[src/dtg_pkg.sv]
// ----------------------------------------------------------------------------
// dtg_pkg
// Shared types and constants for the debounced tap gesture detector.
// ----------------------------------------------------------------------------
package dtg_pkg;

    // field widths
    localparam int TIME_W     = 32;
    localparam int GAP_W      = 16;
    localparam int COUNT_W    = 8;
    localparam int CFG_IDX_W  = 2;
    localparam int S_TDATA_W  = 40;   // pin_level + event_time, padded to bytes
    localparam int M_TDATA_W  = 8;    // gesture, padded to a byte

    // reset values of the gap registers
    localparam logic [GAP_W-1:0] DEBOUNCE_RST = 16'd50;
    localparam logic [GAP_W-1:0] DOUBLE_RST   = 16'd300;
    localparam logic [GAP_W-1:0] SINGLE_RST   = 16'd1000;

    localparam logic [COUNT_W-1:0] TAP_COUNT_MAX = 8'd255;

    // register indexes of the write port
    localparam logic [CFG_IDX_W-1:0] CFG_DEBOUNCE   = 2'd0;
    localparam logic [CFG_IDX_W-1:0] CFG_DOUBLE_GAP = 2'd1;
    localparam logic [CFG_IDX_W-1:0] CFG_SINGLE_GAP = 2'd2;

    // gesture codes
    localparam logic GESTURE_SINGLE = 1'b0;
    localparam logic GESTURE_DOUBLE = 1'b1;

    // live register values
    typedef struct packed {
        logic [GAP_W-1:0] bounce_limit;
        logic [GAP_W-1:0] pair_window;
        logic [GAP_W-1:0] stale_window;
    } t_cfg;

    // one classified result leaving the core
    typedef struct packed {
        logic valid;
        logic gesture;
    } t_result;

endpackage

[src/dtg_cfg.sv]
// ----------------------------------------------------------------------------
// dtg_cfg
// Write-only register file for the debounce and tap gap settings.
// ----------------------------------------------------------------------------
module dtg_cfg import dtg_pkg::*; (
    input  logic                 i_clk,
    input  logic                 i_rst_n,
    input  logic                 i_we,
    input  logic [CFG_IDX_W-1:0] i_idx,
    input  logic [GAP_W-1:0]     i_wdata,
    output t_cfg                 o_cfg
);

    t_cfg r_cfg;

    // register writes, unknown indexes are dropped
    always_ff @(posedge i_clk) begin
        if (!i_rst_n) begin
            r_cfg.bounce_limit <= DEBOUNCE_RST;
            r_cfg.pair_window  <= DOUBLE_RST;
            r_cfg.stale_window <= SINGLE_RST;
        end else if (i_we) begin
            unique case (i_idx)
                CFG_DEBOUNCE:   r_cfg.bounce_limit <= i_wdata;
                CFG_DOUBLE_GAP: r_cfg.pair_window  <= i_wdata;
                CFG_SINGLE_GAP: r_cfg.stale_window <= i_wdata;
                default: ;
            endcase
        end
    end

    assign o_cfg = r_cfg;

endmodule

[src/dtg_core.sv]
// ----------------------------------------------------------------------------
// dtg_core
// Input register, debounce filter, tap state and gesture classification.
// ----------------------------------------------------------------------------
module dtg_core import dtg_pkg::*; (
    input  logic              i_clk,
    input  logic              i_rst_n,
    input  t_cfg              i_cfg,
    // event transfer in
    input  logic              i_valid,
    output logic              o_ready,
    input  logic              i_level,
    input  logic [TIME_W-1:0] i_time,
    // result toward the output register
    input  logic              i_res_ready,
    output logic              o_fire,
    output t_result           o_res
);

    logic               r_in_valid;
    logic               r_in_level;
    logic [TIME_W-1:0]  r_in_time;

    logic [TIME_W-1:0]  r_last_time;
    logic [COUNT_W-1:0] r_tap_count;
    logic [TIME_W-1:0]  r_first_time;
    logic               r_waiting;

    logic [TIME_W-1:0]  n_last_time;
    logic [COUNT_W-1:0] n_tap_count;
    logic [TIME_W-1:0]  n_first_time;
    logic               n_waiting;

    logic [TIME_W-1:0]  since_last;
    logic [TIME_W-1:0]  since_first;
    logic               accepted;
    logic               within_double;
    logic               past_single;
    logic               fire;
    t_result            res;

    // the held event moves on once the output side has room
    assign fire    = r_in_valid && i_res_ready;
    assign o_ready = !r_in_valid || fire;

    // input register
    always_ff @(posedge i_clk) begin
        if (!i_rst_n) begin
            r_in_valid <= 1'b0;
        end else if (o_ready) begin
            r_in_valid <= i_valid;
        end
    end

    always_ff @(posedge i_clk) begin
        if (o_ready && i_valid) begin
            r_in_level <= i_level;
            r_in_time  <= i_time;
        end
    end

    // wrapping time differences
    assign since_last    = r_in_time - r_last_time;
    assign since_first   = r_in_time - r_first_time;
    assign accepted      = since_last > {{(TIME_W-GAP_W){1'b0}}, i_cfg.bounce_limit};
    assign within_double = since_first <= {{(TIME_W-GAP_W){1'b0}}, i_cfg.pair_window};
    assign past_single   = since_first > {{(TIME_W-GAP_W){1'b0}}, i_cfg.stale_window};

    // next tap state and result
    always_comb begin
        n_last_time  = r_last_time;
        n_tap_count  = r_tap_count;
        n_first_time = r_first_time;
        n_waiting    = r_waiting;
        res.valid    = 1'b0;
        res.gesture  = GESTURE_SINGLE;
        if (accepted) begin
            n_last_time = r_in_time;
            if (r_in_level) begin
                if (r_tap_count == '0) begin
                    n_first_time = r_in_time;
                end
                if (r_tap_count < TAP_COUNT_MAX) begin
                    n_tap_count = r_tap_count + COUNT_W'(1);
                end
                n_waiting = 1'b1;
            end else if (r_waiting) begin
                priority if (r_tap_count == 8'd1 && !within_double) begin
                    res.valid   = 1'b1;
                    res.gesture = GESTURE_SINGLE;
                end else if (r_tap_count == 8'd2 && within_double) begin
                    res.valid   = 1'b1;
                    res.gesture = GESTURE_DOUBLE;
                end else if (past_single) begin
                    res.valid = 1'b0;
                end else begin
                    res.valid = 1'b0;
                end
                // a reported gesture or a stale group clears the taps
                if (res.valid || past_single) begin
                    n_tap_count  = '0;
                    n_first_time = '0;
                    n_waiting    = 1'b0;
                end
            end
        end
    end

    // tap state
    always_ff @(posedge i_clk) begin
        if (!i_rst_n) begin
            r_last_time  <= '0;
            r_tap_count  <= '0;
            r_first_time <= '0;
            r_waiting    <= 1'b0;
        end else if (fire) begin
            r_last_time  <= n_last_time;
            r_tap_count  <= n_tap_count;
            r_first_time <= n_first_time;
            r_waiting    <= n_waiting;
        end
    end

    assign o_fire = fire;
    assign o_res  = res;

    // a pending group always holds at least one tap
    a_wait_count: assert property (@(posedge i_clk) disable iff (!i_rst_n)
        r_waiting == (r_tap_count != '0))
        else $error("tap count and pending flag disagree");

    // a double tap is only reported from a group of two
    a_double_two: assert property (@(posedge i_clk) disable iff (!i_rst_n)
        res.valid && res.gesture == GESTURE_DOUBLE |-> r_tap_count == 8'd2)
        else $error("double tap reported without two taps");

    // a reported gesture leaves no taps behind
    a_clear_after: assert property (@(posedge i_clk) disable iff (!i_rst_n)
        fire && res.valid |=> r_tap_count == '0 && !r_waiting)
        else $error("tap state not cleared after a gesture");

endmodule

[src/dtg_out_reg.sv]
// ----------------------------------------------------------------------------
// dtg_out_reg
// Result register that holds a gesture until the downstream transfer.
// ----------------------------------------------------------------------------
module dtg_out_reg import dtg_pkg::*; (
    input  logic                 i_clk,
    input  logic                 i_rst_n,
    input  logic                 i_fire,
    input  t_result              i_res,
    output logic                 o_res_ready,
    output logic                 o_valid,
    input  logic                 i_ready,
    output logic [M_TDATA_W-1:0] o_data
);

    logic r_valid;
    logic r_gesture;

    assign o_res_ready = !r_valid || i_ready;

    // valid flag
    always_ff @(posedge i_clk) begin
        if (!i_rst_n) begin
            r_valid <= 1'b0;
        end else if (o_res_ready) begin
            r_valid <= i_fire && i_res.valid;
        end
    end

    // payload
    always_ff @(posedge i_clk) begin
        if (o_res_ready && i_fire && i_res.valid) begin
            r_gesture <= i_res.gesture;
        end
    end

    assign o_valid = r_valid;
    assign o_data  = {{(M_TDATA_W-1){1'b0}}, r_gesture};

endmodule

[src/debounced_tap_gesture_detector_unit.sv]
// ----------------------------------------------------------------------------
// debounced_tap_gesture_detector_unit
// Debounces touch edge events and classifies them into single and double taps.
//
//   channel   direction  signals                      contents
//   s         in         i_s_tvalid/o_s_tready/tdata  edge event
//   m         out        o_m_tvalid/i_m_tready/tdata  gesture
//   cfg       in         i_cfg_we/idx/wdata           gap registers
//
// One event a cycle is accepted while the result register has room; each event is
// held in the input register and its gesture then moves into the result register.
// The tap state updates once per event in the classify stage, from two wrapping
// subtracts and three compares.
// Reset is synchronous and active low; gap registers return to 50/300/1000.
// A waiting gesture stalls the input register only when m is not ready.
// ----------------------------------------------------------------------------
module debounced_tap_gesture_detector_unit import dtg_pkg::*; (
    input  logic                 i_clk,
    input  logic                 i_rst_n,
    // event in
    input  logic                 i_s_tvalid,
    output logic                 o_s_tready,
    input  logic [S_TDATA_W-1:0] i_s_tdata,   // [0] pin_level, [32:1] event_time
    // gesture out
    output logic                 o_m_tvalid,
    input  logic                 i_m_tready,
    output logic [M_TDATA_W-1:0] o_m_tdata,   // [0] gesture
    // register writes
    input  logic                 i_cfg_we,
    input  logic [CFG_IDX_W-1:0] i_cfg_idx,
    input  logic [GAP_W-1:0]     i_cfg_wdata
);

    t_cfg    cfg;
    t_result res;
    logic    fire;
    logic    res_ready;

    // configuration registers
    dtg_cfg u_cfg (
        .i_clk   (i_clk),
        .i_rst_n (i_rst_n),
        .i_we    (i_cfg_we),
        .i_idx   (i_cfg_idx),
        .i_wdata (i_cfg_wdata),
        .o_cfg   (cfg)
    );

    // debounce and classification
    dtg_core u_core (
        .i_clk       (i_clk),
        .i_rst_n     (i_rst_n),
        .i_cfg       (cfg),
        .i_valid     (i_s_tvalid),
        .o_ready     (o_s_tready),
        .i_level     (i_s_tdata[0]),
        .i_time      (i_s_tdata[TIME_W:1]),
        .i_res_ready (res_ready),
        .o_fire      (fire),
        .o_res       (res)
    );

    // result register
    dtg_out_reg u_out (
        .i_clk       (i_clk),
        .i_rst_n     (i_rst_n),
        .i_fire      (fire),
        .i_res       (res),
        .o_res_ready (res_ready),
        .o_valid     (o_m_tvalid),
        .i_ready     (i_m_tready),
        .o_data      (o_m_tdata)
    );

endmodule
[config.mk]
export PLATFORM = sky130hd
export DESIGN_NAME = debounced_tap_gesture_detector_unit
export DESIGN_NICKNAME = d
export VERILOG_FILES = /design/src/dtg_pkg.sv /design/src/dtg_cfg.sv /design/src/dtg_core.sv /design/src/dtg_out_reg.sv /design/src/debounced_tap_gesture_detector_unit.sv
export SDC_FILE = /design/constraint.sdc
export NUM_CORES = 1
export LEC_CHECK = 0
export BUFFER_PORTS_ARGS = -buffer_cell sky130_fd_sc_hd__buf_2
export CORE_MARGIN = 4
export CORE_UTILIZATION = 43
export DETAILED_ROUTE_END_ITERATION = 10
export GPL_TIMING_DRIVEN = 0
export PLACE_DENSITY_LB_ADDON = 0.2
export SLEW_MARGIN = 20
export SYNTH_ARGS = -nofsm -noshare
export SYNTH_HDL_FRONTEND = slang
export SYNTH_SLANG_ARGS = --single-unit
[constraint.sdc]
create_clock -name i_clk -period 4.8 [get_ports i_clk]
set_input_delay 0.24 -clock i_clk [delete_from_list [all_inputs] [get_ports i_clk]]
set_output_delay 0.24 -clock i_clk [all_outputs]
set_load 0.05 [all_outputs]
---- After elaboration in Yosys (flattened, before gate mapping) ----
Cells that the tools add are included.
word-level totals
  output and inout bits ................... 10
  logic and storage cells ................. 70
  bits in registers ....................... 157
  bits of input ports ..................... 63
operators by class
  multiplexer cells ....................... 19
  eq/ne operators ......................... 6
  add/sub/neg operators ................... 3
  magnitude comparators ................... 4
  reductions and logical operators ........ 24
  bitwise gates (word level) .............. 2
operator list
  cell                 count
  $mux 32              4
  $gt 32x16->1         2
  $sub 32x32->32       2
  $le 32x16->1         1
  $mux 8               4
  $mux 2               7
  $reduce_and 5->1     2
  $add 8x1->8 const B  1
  $eq 8x1->1 const B   1
  $eq 8x2->1 const B   1
  $logic_not 8->1      1
  $lt 8x8->1 const B   1
  $reduce_and 2->1     4
  $logic_and 1x1->1    7
  $mux 1               4
  $ne 2x2->1 const B   2
  $reduce_bool 2->1    2
  $logic_not 1->1      3
  $logic_or 1x1->1     3
  $reduce_or 3->1      1
  $eq 2x1->1 const B   1
  $eq 2x2->1 const B   1
  $logic_not 2->1      1
  $not 1->1            2

---- Logic depth before layout (Yosys ltp) ----
Gate-level depths: netlist of the first run.
  depth in word-level cells ............... 12
  mapped depth ............................ 25
  mapped depth without buffers ............ 23

---- Modules after synthesis ----
A second synthesis of the first run with hierarchy kept.
second synthesis, totals
  cells, all modules ...................... 1299
  area total of the unflattened synthesis .. 10934.2 µm²
modules (own cells, without submodules)
  module       instances  area each (µm²)  sequential area each (µm²)  cells an instance
  dtg_core     1          8837.2           2472.4                      1097
  dtg_cfg      1          1938.1           960.9                       187
  dtg_out_reg  1          158.9            50.0                        15

---- Least setup slack after synthesis of the first run ----
Ideal clock, no wire load.
  path type ............................... register to register
  start point ............................. reg u_core.r_in_time[0]
  end point ............................... reg u_core.r_first_time[0]
  path slack .............................. 192 ps
  stages on the path, launching flop included .. 23
  buffers on the path ..................... 2
  period minus slack after synthesis ...... 4608 ps
  required time ........................... 4728 ps
  library setup time ...................... 72 ps
  data arrival time ....................... 4536 ps
  path through ............................ edfxtp_1 -> inv_1 -> ha_1 -> fa_1 -> nand2b_1 -> a21oi_1 -> nor2b_1 -> o21ai_0 -> a31oi_1 -> xnor2_1 -> ha_1 -> nand4_1 -> a211oi_1 -> a2bb2oi_1 -> a21oi_1 -> mux2_2 -> a21oi_1 -> or4b_2 -> o211ai_1 -> a21o_1 -> buf_6 -> buf_12 -> mux2i_1
between the ends
  word-level cells in the longest chain between the ends .. 11
  elaborated cells on any way between the ends .. 18
  classes of those cells .................. add/sub (2); order compare (3); mux (7); reduce/logical (6)
RTL lines
  what                                                         RTL line                        RTL
  start: declaration                                           dtg_core.sv:22                  logic [TIME_W-1:0] r_in_time;
  start signal: assignment                                     dtg_core.sv:58                  r_in_time <= i_time;
  $sub 32x32->32                                               dtg_core.sv:64                  assign since_first = r_in_time - r_first_time;
  $le 32x16->1                                                 dtg_core.sv:66                  assign within_double = since_first <= {{(TIME_W-GAP_W){1'b0}}, i_cfg.pair_window};
  $logic_and 1x1->1 / $logic_not 1->1 (equally long branches)  dtg_core.sv:91, dtg_core.sv:88
  $mux 1 / $logic_and 1x1->1 (equally long branches)           dtg_core.sv:91, dtg_core.sv:88
  $mux 2                                                       dtg_core.sv:88                  priority if (r_tap_count == 8'd1 && !within_double) begin
  $mux 2                                                       dtg_core.sv:87                  end else if (r_waiting) begin
  $mux 2                                                       dtg_core.sv:79                  if (r_in_level) begin
  $mux 2                                                       dtg_core.sv:77                  if (accepted) begin
  $logic_or 1x1->1                                             dtg_core.sv:100                 if (res.valid || past_single) begin
  $reduce_bool 2->1 (no line)                                  -
  $reduce_and 5->1 (no line)                                   -
  end signal: assignment                                       dtg_core.sv:119                 r_first_time <= n_first_time;
  end: declaration                                             dtg_core.sv:26                  logic [TIME_W-1:0] r_first_time;
Parallel ways exist; a longest one is shown, timed or not. The select of a mux whose other input is x is not followed.
A chain may end at the register's enable or synchronous reset.

---- Worst setup path after layout of the first run ----
  start point ............................. reg u_core.r_in_time[0]
  end point ............................... reg u_core.r_first_time[6]
between the ends
  word-level cells in the longest chain between the ends .. 11
  elaborated cells on any way between the ends .. 16
  classes of those cells .................. add/sub (2); order compare (3); mux (5); reduce/logical (6)
RTL lines
  what                                                         RTL line
  $sub 32x32->32                                               dtg_core.sv:64
  $le 32x16->1                                                 dtg_core.sv:66
  $logic_and 1x1->1 / $logic_not 1->1 (equally long branches)  dtg_core.sv:91, dtg_core.sv:88
  $mux 1 / $logic_and 1x1->1 (equally long branches)           dtg_core.sv:91, dtg_core.sv:88
  $mux 2                                                       dtg_core.sv:88
  $mux 2                                                       dtg_core.sv:87
  $mux 2                                                       dtg_core.sv:79
  $mux 2                                                       dtg_core.sv:77
  $logic_or 1x1->1                                             dtg_core.sv:100
  $reduce_bool 2->1 (no line)                                  -
  $reduce_and 5->1 (no line) (*)                               -
Mark *: on every way between the ends. The rest lies on a longest branch, timed or not. The select of a mux whose other input is x is not followed.

==> out/metrics.cfg, run 1 <==
[run_status]
outcome = finished, violations left
violations = negative setup slack

[setup_path]
path_max_fanout = 7
r2r_end = u_core.r_first_time[6]$_SDFFE_PN0P_
r2r_setup_slack_ns = -0.13
cp_slowest_cell = or4b_4
arrival_ns = 5.29
path_common_cell = a21oi_2
critPathTopFamily = simple AND/OR/NAND/NOR gates
start_kind = register
critPathRequiredTime_ns = 5.16
endpoint_kind = register
worstSetupPathType = reg2reg
path_cells = inv_2 > ha_2 > fa_2 > nand2b_4 > a21oi_2 > nor2b_1 > o21ai_2 > a31oi_2 > xnor2_2 > ha_1 > nand4_1 > buf_4 > nor4_4 > a21oi_4 > mux2_4 > a21oi_2 > or4b_4 > o211ai_1 > a21o_1 > buf_12 > clkbuf_16 > mux2i_1
r2r_start = u_core.r_in_time[0]$_DFFE_PP_
ff2ff_path_depth = 22
max_stage_delay_ns = 0.47
worst-path-buf-inv = 4

[placed_design]
portBuffers = 57
gp_congestion = 0.934
hpwlAfterDp_um = 25300
placed_area_um2 = 12000
place_inst = 1821

[route]
ant_nets = 0
drtIter0Drc = 811
wl_um = 33900
wl_per_cell_um = 17.6
drt_pass1_iterations = 5
drc = 0
dr_total_vias = 10800
via_per_inst = 5.58

[finish]
final_util = 0.532
antenna_cells = 0
final_cells = 1932
nNetsFinal = 1763
fillCellCount = 2423
layout-drive-gt1-share = 0.155
syn_to_final_growth_pct = 22.2
stdcell_area_um2 = 13800

[floorplanning]
start_util = 0.435
num_rows = 59
die_h_um = 170
die_x_um = 170
die_area_um2 = 28900
io_pins = 73
core_um2 = 25900

[cts]
clock_latency_ns = 0.44
cts_root_buf = clkbuf_16
clkTransAtPathRegs_ns = 0.07
cts_buffers = 17
clock-sinks = 157
cts_tree = yes
clk_path_buf_depth = 2
h-tree-depth = 4

[yosys]
yosysTopAreaCellShare = 0.218
ys_seq_area_frac = 0.309
yosys.cell_count.top_type = nand2_1
synth.distinct_cells = 81
synthCells = 1422
ys_ff_latch = 157
syn_area_um2 = 11300
synth_area_leaders = dfxtp_1, ha_1, edfxtp_1
synth_top_area_cell = dfxtp_1
synth_area_per_cell_um2 = 7.93
synth_flop_cell = dfxtp_1
ys_warn_count = 0
synth_edf_count = 34
synthTopCellsByCount = nand2_1, a21oi_1, inv_1
synth-async-reset-ratio = 0

[sta]
period_minus_slack_ns = 4.93
tightest_slew_ns = 1.06
setup_slack_ns = -0.130
maxSlewHeadroom = 0.291
finalHoldViolCount = 0
drv_slew = 0
setup_viol = 32
rsz0062_at_grt = yes
setup_tns_ns = -2.61
hold_ws_ns = 0.0202
finalCritPeriodShare = 1.03
max_freq_mhz = 203
clock_skew_ns = 0.0132

[pwr]
seqPwrFrac = 0.344
comb_power_share = 0.323
net-switching-power_w = 0.00145
p_sw_frac = 0.339
irDropWorstVdd_mv = 0.201
cellPowerDensity_nw_per_um2 = 310
cellLeakagePower_nw = 5.59
p_int_w = 0.00282
clockPowerShare = 0.334

[run]
cap_violations = 0

[grt]
grt_pass1_vias = 10300
antenna_found_initial = 0
grt_max_degree = 24
grt_pass1_wl_um = 53100
grt_usage = 0.229
overflow = 0

[hold_path]
hp-class = in2reg
whs_endpoint = u_core.r_in_time[4]$_DFFE_PP_
hp-start = i_s_tdata[5]
whs_path_depth = 1

[registers in the layout, summed over array words and instances, names as in the netlist]
register	cells
u_core.r_first_time	32
u_core.r_waiting	1
u_cfg.o_cfg	48
u_core.r_in_valid	1
u_core.r_in_level	1
u_out.o_valid	1
u_core.r_in_time	32
u_out.r_gesture	1
u_core.r_tap_count	8
u_core.r_last_time	32
[cell type report]
type                            count  area [um^2]  area share
Buffer                             70          409      0.0297
Clock buffer                       23          532      0.0386
Clock inverter                      9         93.8     0.00681
Inverter                          132          495      0.0359
Multi-Input combinational cell   1068         7310       0.530
Sequential cell                   157         3480       0.253
Tap cell                          335          419      0.0304
Timing Repair Buffer              138         1040      0.0755
[metrics by stage]
step | worst slack, ns | total power, W
finish | -0.130 | 0.00427
CTS | -0.0974 | 0.00420
global placement | -0.836 | 0.00267
detailed placement | -0.895 | 0.00268
floorplan | 0.192 | 0.00236
global route | -0.311 | 0.00450
[power groups by stage]
stage / sequential [W] / combinational [W] / clock (W)
2_1_floorplan: 0.00147 / 0.000889 / 0
4_1_cts: 0.00147 / 0.00129 / 0.00145
5_1_grt: 0.00147 / 0.00152 / 0.00150
3_5_place_dp: 0.00150 / 0.00118 / 0
6_report: 0.00147 / 0.00138 / 0.00143
3_3_place_gp: 0.00150 / 0.00117 / 0
[worst max path at each step]
stage,cells after the start,slack [ns],endpoint,start
after floorplan,22,0.19,u_core.r_first_time[0]$_SDFFE_PN0P_,u_core.r_in_time[0]$_DFFE_PP_
after global placement,22,-0.84,u_core.r_first_time[1]$_SDFFE_PN0P_,u_core.r_in_time[0]$_DFFE_PP_
after detailed placement,22,-0.90,u_core.r_first_time[25]$_SDFFE_PN0P_,u_core.r_in_time[0]$_DFFE_PP_
after CTS,21,-0.1,u_core.r_first_time[25]$_SDFFE_PN0P_,u_core.r_in_time[0]$_DFFE_PP_
after global routing,22,-0.31,u_core.r_first_time[6]$_SDFFE_PN0P_,u_core.r_in_time[0]$_DFFE_PP_
final,22,-0.13,u_core.r_first_time[6]$_SDFFE_PN0P_,u_core.r_in_time[0]$_DFFE_PP_
[metal layers]
| metal | track usage | share of wire |
|---|---|---|
| met1 | 0.314 | 0.45 |
| met2 | 0.377 | 0.47 |
| met3 | 0.0355 | 0.058 |
| met4 | 0.0597 | 0.019 |
| met5 | 0 | 0 |
[repair_timing]
action,4_1_cts,5_1_grt
pin swaps,23,35
endpoints found under the hold margin,29,3
resized for setup,51,46
endpoints found under the setup margin,75,75
cloned,1,2
buffers inserted,23,22
hold buffers,29,3
[cells by family (layout without fill, tap and decap cells)]
group / Yosys count / after routing / share of synthesized area
other: 1 / 7 / 0.000333
buffers and inverters: 203 / 372 / 0.0775
AOI/OAI and AO/OA: 381 / 381 / 0.215
adders and majority gates: 116 / 116 / 0.130
xor gates and xnor gates: 43 / 43 / 0.0334
DFF: 157 / 157 / 0.309
muxes: 40 / 40 / 0.0360
and+or+nand+nor: 481 / 481 / 0.199
[layout by cell type, fill, tap and decap left out, types with 6 or more instances in the layout]
cell           instances
nand2b_1               6
nor2_1               105
xnor2_1               26
nand2_1              192
nor3_1                12
dlygate4sd3_1         32
or3_1                 12
conb_1                 7
clkbuf_1              40
o21a_1                10
clkbuf_16             22
o21bai_1              10
a21oi_1              148
ha_1                 104
xor2_1                13
edfxtp_1              34
a211o_1                8
o21ai_0               45
a21o_1                28
inv_1                129
mux2i_1               35
buf_4                 55
and3_1                10
o21ai_1                6
a21oi_2               13
nor4_1                 6
nand3_1               52
nand4_1               31
buf_2                 68
a211oi_1              11
o211ai_1              27
a31oi_1                6
dfxtp_1              123
nor2b_1                7
Note: power is estimated with default switching activity, not from simulation.
==> run 2: changes to the inputs <==
- REMOVE_ABC_BUFFERS: unset -> 1
- clock period: 4.8 -> 6.2 ns (I/O delays scaled with it)
==> run 2 against run 1 <==
The run now ends clean. Final cell count shrank 7.4%. Worst hold slack better by 0.027 ns. Sequential share of layout area up 2.8 points. Clock power decreased by 20%. Critical path depth shrank 1. Critical path type unchanged. Highest routed layer unchanged.
==> out/metrics.cfg, run 2 (synthesis results as in run 1) <==
[grt]
grt_usage = 0.202  ; -0.0263
antenna_found_initial = 0  ; unchanged
grt_pass1_wl_um = 47800  ; -10%
overflow = 0  ; unchanged
grt_pass1_vias = 9405  ; -8.3%
grt_max_degree = 81  ; +240%

[route]
dr_total_vias = 9929  ; -7.8%
drc = 0  ; unchanged
drt_pass1_iterations = 5  ; unchanged
via_per_inst = 5.55  ; -0.47%
wl_per_cell_um = 16.1  ; -8.1%
ant_nets = 0  ; unchanged
drtIter0Drc = 726  ; -10%
wl_um = 28900  ; -15%

[cts]
clkTransAtPathRegs_ns = 0.07  ; about the same
clock-sinks = 157  ; unchanged
post_cts_resized = 0  ; -100%
clock_latency_ns = 0.43  ; about the same
cts_tree = yes
ctsHoldBuffers = 0  ; -100%
postCtsSetupBuffers = 0  ; -100%
clk_path_buf_depth = 2  ; unchanged
cts_buffers = 17  ; unchanged
cts_root_buf = clkbuf_16
h-tree-depth = 4  ; unchanged

[floorplanning]
die_area_um2 = 28900  ; unchanged
core_um2 = 25900  ; unchanged
start_util = 0.435  ; unchanged
die_x_um = 170  ; unchanged
num_rows = 59  ; unchanged
io_pins = 73  ; unchanged
die_h_um = 170  ; unchanged

[placed_design]
place_inst = 1757  ; -3.5%
portBuffers = 58  ; +1.8%
placed_area_um2 = 11800  ; -2.2%
hpwlAfterDp_um = 22300  ; -12%
gp_congestion = 0.856  ; -8.4%

[finish]
largest_reg_flops = 48  ; unchanged
layout-drive-gt1-share = 0.0832  ; -0.0714
layout_common_cells = nand2_1, a21oi_1, inv_1
ff_latch_area_um2 = 3480  ; unchanged
fillCellCount = 2562  ; +5.7%
final_cells = 1789  ; -7.4%
syn_to_final_growth_pct = 9.96
multi_input_area_um2 = 6950  ; -4.9%
nNetsFinal = 1620  ; -8.1%
antenna_cells = 0  ; unchanged
final_common_cell = nand2_1
stdcell_area_um2 = 12400  ; -10%

[run]
cap_violations = 0  ; unchanged

[pwr]
seqPwrFrac = 0.357  ; +0.013
power.total_w = 0.00319  ; -25%
cellLeakagePower_nw = 4.97  ; -11%
p_int_w = 0.00213  ; -24%
net-switching-power_w = 0.00105  ; -27%
comb_power_share = 0.281  ; -0.042
cellPowerDensity_nw_per_um2 = 257  ; -17%
irDropWorstVdd_mv = 0.184  ; -8.4%
p_sw_frac = 0.331  ; -0.00853
clockPowerShare = 0.362  ; +0.028

[sta]
tightest_slew_ns = 0.884  ; -0.176 ns
rsz0062_at_grt = no
hold_ws_ns = 0.0470  ; +0.0268 ns
period_minus_slack_ns = 5.71  ; +0.781 ns
maxSlewHeadroom = 0.410  ; +0.119
clock_skew_ns = 0.0188  ; +0.00563 ns
finalHoldViolCount = 0  ; unchanged
drv_slew = 0  ; unchanged
finalCritPeriodShare = 0.921  ; -0.106
setup_viol = 0  ; -100%
max_freq_mhz = 175  ; -14%

[setup_path]
arrival_ns = 6.06  ; +0.77 ns
critPathRequiredTime_ns = 6.55  ; +1.39 ns
cp_slowest_cell = or4b_2
worstSetupPathType = reg2reg
critPathTopFamily = compound AO/OA/AOI/OAI gates
cp_num_cells = 21  ; -4.5%
endpoint_kind = register
start_kind = register
max_stage_delay_ns = 0.62  ; +0.15 ns
path_cells = inv_1 > ha_1 > fa_1 > nand2b_1 > a21oi_1 > nor2b_1 > o21ai_0 > a31oi_1 > xnor2_1 > ha_1 > nand4_1 > a211oi_1 > a2bb2oi_1 > a21oi_1 > mux2_2 > a21oi_1 > or4b_2 > o211ai_1 > a21o_2 > buf_12 > mux2i_1
path_max_fanout = 25  ; +18
path_common_cell = a21oi_1
worst-path-buf-inv = 2  ; -2
ff2ff_path_depth = 21  ; -4.5%

[hold_path]
hp-class = in2reg
whs_path_depth = 1  ; unchanged

[run_status]
outcome = completed

==> run 2: power by group through the flow <==
stage / Clock [W] / Sequential, W / Combinational [W]
final: 0.00115 / 0.00114 / 0.000896
after detailed placement: 0 / 0.00116 / 0.000888
after global routing: 0.00123 / 0.00114 / 0.00102
after floorplan: 0 / 0.00114 / 0.000662
after CTS: 0.00118 / 0.00114 / 0.000895
after global placement: 0 / 0.00116 / 0.000862
==> run 2: path summary, 6_finish.rpt <==
kind | start | endpoint | slack [ns]
max | u_core.r_in_time[0]$_DFFE_PP_ | u_core.r_first_time[9]$_SDFFE_PN0P_ | 0.49
min | i_s_tdata[26] | u_core.r_in_time[25]$_DFFE_PP_ | 0.05
max reg2reg | u_core.r_in_time[0]$_DFFE_PP_ | u_core.r_first_time[9]$_SDFFE_PN0P_ | 0.49
min reg2reg | u_cfg.o_cfg[10]$_SDFFE_PN0P_ | u_cfg.o_cfg[10]$_SDFFE_PN0P_ | 0.45
==> run 2: routing by layer <==
layer	track usage	share of wire	up-vias
met3	0.0262	0.031	24
met5	0	0	-
met4	0.0458	0.013	0
met1	0.287	0.50	4663
li1	-	-	5076
met2	0.330	0.46	166
==> run 2: layout make-up <==
class	count	share of cell area
clock buffers	19	0.0349
clock inverters	13	0.0164
inverters	132	0.0402
multi-input cells	1068	0.560
flip-flops and latches	157	0.281
well taps	335	0.0338
repair buffers	65	0.0333
==> run 2: per-stage QoR <==
step                      setup WS, ns  TNS [ns]   util
after floorplan                  0.879         0      -
after global placement          -0.270     -8.85  0.449
after detailed placement         0.474         0  0.454
after CTS                        0.426         0  0.479
after global routing            0.0132         0  0.479
final                            0.488         0  0.479
==> run 3: changes to the inputs <==
- PLACE_DENSITY: unset -> 0.62
- PLACE_DENSITY_LB_ADDON: 0.2 -> unset
==> run 3 against run 2 <==
Global-route usage fell by 0.40 points. Sequential share of layout area rose by 0.080 points. Sequential cell count unchanged. Die area unchanged. Worst hold slack about the same. Worst setup slack better by 0.0013 ns. Count of clock-buffer cells in the layout unchanged.
==> out/metrics.cfg, run 3 (synthesis results as in run 1) <==
[run_status]
outcome = completed

[hold_path]
hp-class = in2reg
hp-start = i_s_tdata[9]

[sta]
setup_tns_ns = 0  ; unchanged
rsz0062_at_grt = no
setup_viol = 0  ; unchanged
period_minus_slack_ns = 5.71  ; -0.00127 ns
finalHoldViolCount = 0  ; unchanged
tightest_slew_ns = 0.848  ; -0.0359 ns
maxSlewHeadroom = 0.434  ; +0.0239
clock_skew_ns = 0.0152  ; -0.00363 ns
finalCritPeriodShare = 0.921  ; about the same
max_freq_mhz = 175  ; about the same
drv_slew = 0  ; unchanged

[floorplanning]
core_um2 = 25900  ; unchanged
die_area_um2 = 28900  ; unchanged
num_rows = 59  ; unchanged
io_pins = 73  ; unchanged
die_h_um = 170  ; unchanged
die_x_um = 170  ; unchanged
start_util = 0.435  ; unchanged

[cts]
h-tree-depth = 4  ; unchanged
clock-sinks = 157  ; unchanged
postCtsSetupBuffers = 0  ; unchanged
cts_tree = yes
post_cts_resized = 0  ; unchanged
ctsHoldBuffers = 0  ; unchanged
cts_buffers = 17  ; unchanged
clkTransAtPathRegs_ns = 0.07  ; about the same
cts_root_buf = clkbuf_16
clock_latency_ns = 0.43  ; about the same
clk_path_buf_depth = 2  ; unchanged

[route]
drt_pass1_iterations = 6  ; +1
drc = 0  ; unchanged
dr_total_vias = 9930  ; +0.010%
wl_per_cell_um = 16.1  ; -0.27%
ant_nets = 0  ; unchanged
wl_um = 28800  ; -0.27%
via_per_inst = 5.55  ; about the same
drtIter0Drc = 669  ; -7.9%

[grt]
grt_usage = 0.198  ; -0.00396
grt_max_degree = 81  ; unchanged
overflow = 0  ; unchanged
antenna_found_initial = 0  ; unchanged
grt_pass1_wl_um = 47200  ; -1.2%
grt_pass1_vias = 9345  ; -0.64%

[finish]
largest_reg_flops = 48  ; unchanged
layout-drive-gt1-share = 0.0832  ; unchanged
nNetsFinal = 1620  ; unchanged
layout_common_cells = nand2_1, a21oi_1, inv_1
final_common_cell = nand2_1
fillCellCount = 2537  ; -0.98%
syn_to_final_growth_pct = 9.65
stdcell_area_um2 = 12400  ; -0.28%
antenna_cells = 0  ; unchanged

[setup_path]
path_max_fanout = 25  ; unchanged
arrival_ns = 6.06  ; about the same
start_kind = register
path_common_cell = a21oi_1
endpoint_kind = register
worstSetupPathType = reg2reg
r2r_start = u_core.r_in_time[1]$_DFFE_PP_
cp_slowest_cell = or4b_2
max_stage_delay_ns = 0.62  ; about the same
path_cells = inv_1 > fa_1 > nand2b_1 > a21oi_1 > nor2b_1 > o21ai_0 > a31oi_1 > xnor2_1 > ha_1 > nand4_1 > a211oi_1 > a2bb2oi_1 > a21oi_1 > mux2_2 > a21oi_1 > or4b_2 > o211ai_1 > a21o_2 > buf_12 > mux2i_1
critPathRequiredTime_ns = 6.55  ; about the same
worstSetupStartpoint = u_core.r_in_time[1]$_DFFE_PP_

[pwr]
cellLeakagePower_nw = 4.96  ; -0.24%
cellPowerDensity_nw_per_um2 = 252  ; -2.2%
irDropWorstVdd_mv = 0.195  ; +5.8%

[placed_design]
portBuffers = 58  ; unchanged
placed_area_um2 = 11800  ; +0.14%
hpwlAfterDp_um = 22200  ; -0.10%
gp_congestion = 0.874  ; +2.2%

[run]
cap_violations = 0  ; unchanged

==> run 3: layout make-up <==
| class | instances | area, um^2 | area share |
|---|---|---|---|
| inverters | 132 | 498 | 0.0403 |
| repair buffers | 65 | 429 | 0.0347 |
| flip-flops and latches | 157 | 3480 | 0.282 |
| well taps | 335 | 419 | 0.0339 |
| clock inverters | 13 | 153 | 0.0123 |
| clock buffers | 19 | 433 | 0.0350 |
| multi-input cells | 1068 | 6950 | 0.562 |
==> run 3: path summary, 6_finish.rpt <==
kind / slack [ns] / cells after the start / endpoint
setup / recovery: 0.49 / 20 / u_core.r_first_time[3]$_SDFFE_PN0P_
hold / removal: 0.05 / 1 / u_core.r_in_time[8]$_DFFE_PP_
setup reg to reg: 0.49 / 20 / u_core.r_first_time[3]$_SDFFE_PN0P_
hold reg to reg: 0.46 / 2 / u_cfg.o_cfg[14]$_SDFFE_PN0P_
==> run 3: layer usage <==
metal | GRT usage | wire length (um)
met1 | 0.275 | 14100
met2 | 0.330 | 13200
met3 | 0.0279 | 1120
met4 | 0.0444 | 393
met5 | 0 | 0
==> run 3: metrics by stage <==
stage | power [W] | utilization | hold WS, ns | cells | setup WS, ns
6_report | 0.00311 | 0.477 | 0.0470 | 1789 | 0.489
3_3_place_gp | 0.00203 | 0.449 | 0.442 | 1750 | -0.282
3_5_place_dp | 0.00205 | 0.455 | 0.449 | 1757 | 0.479
4_1_cts | 0.00314 | 0.477 | 0.0349 | 1789 | 0.454
2_1_floorplan | 0.00180 | - | 0.399 | 1357 | 0.879
5_1_grt | 0.00330 | 0.477 | 0.0335 | 1789 | 0.109
==> run 3: report_power, final <==
group | internal, W | switching, W
clock | 0.000604 | 0.000467
sequential | 0.00109 | 0.0000463
combinational | 0.000356 | 0.000545
total | 0.00205 | 0.00106
==> run 3: worst max-delay path, delay by kind of cell (launching register included) <==
kind	cells	cell delay, ns
flip-flops	1	0.54
AND/OR/NAND/NOR	4	1.09
buffers and inverters	2	0.36
XOR/XNOR	1	0.35
multiplexers	2	0.61
AO/OA/AOI/OAI	9	2.06
adder cells (fa/ha/maj)	2	0.61
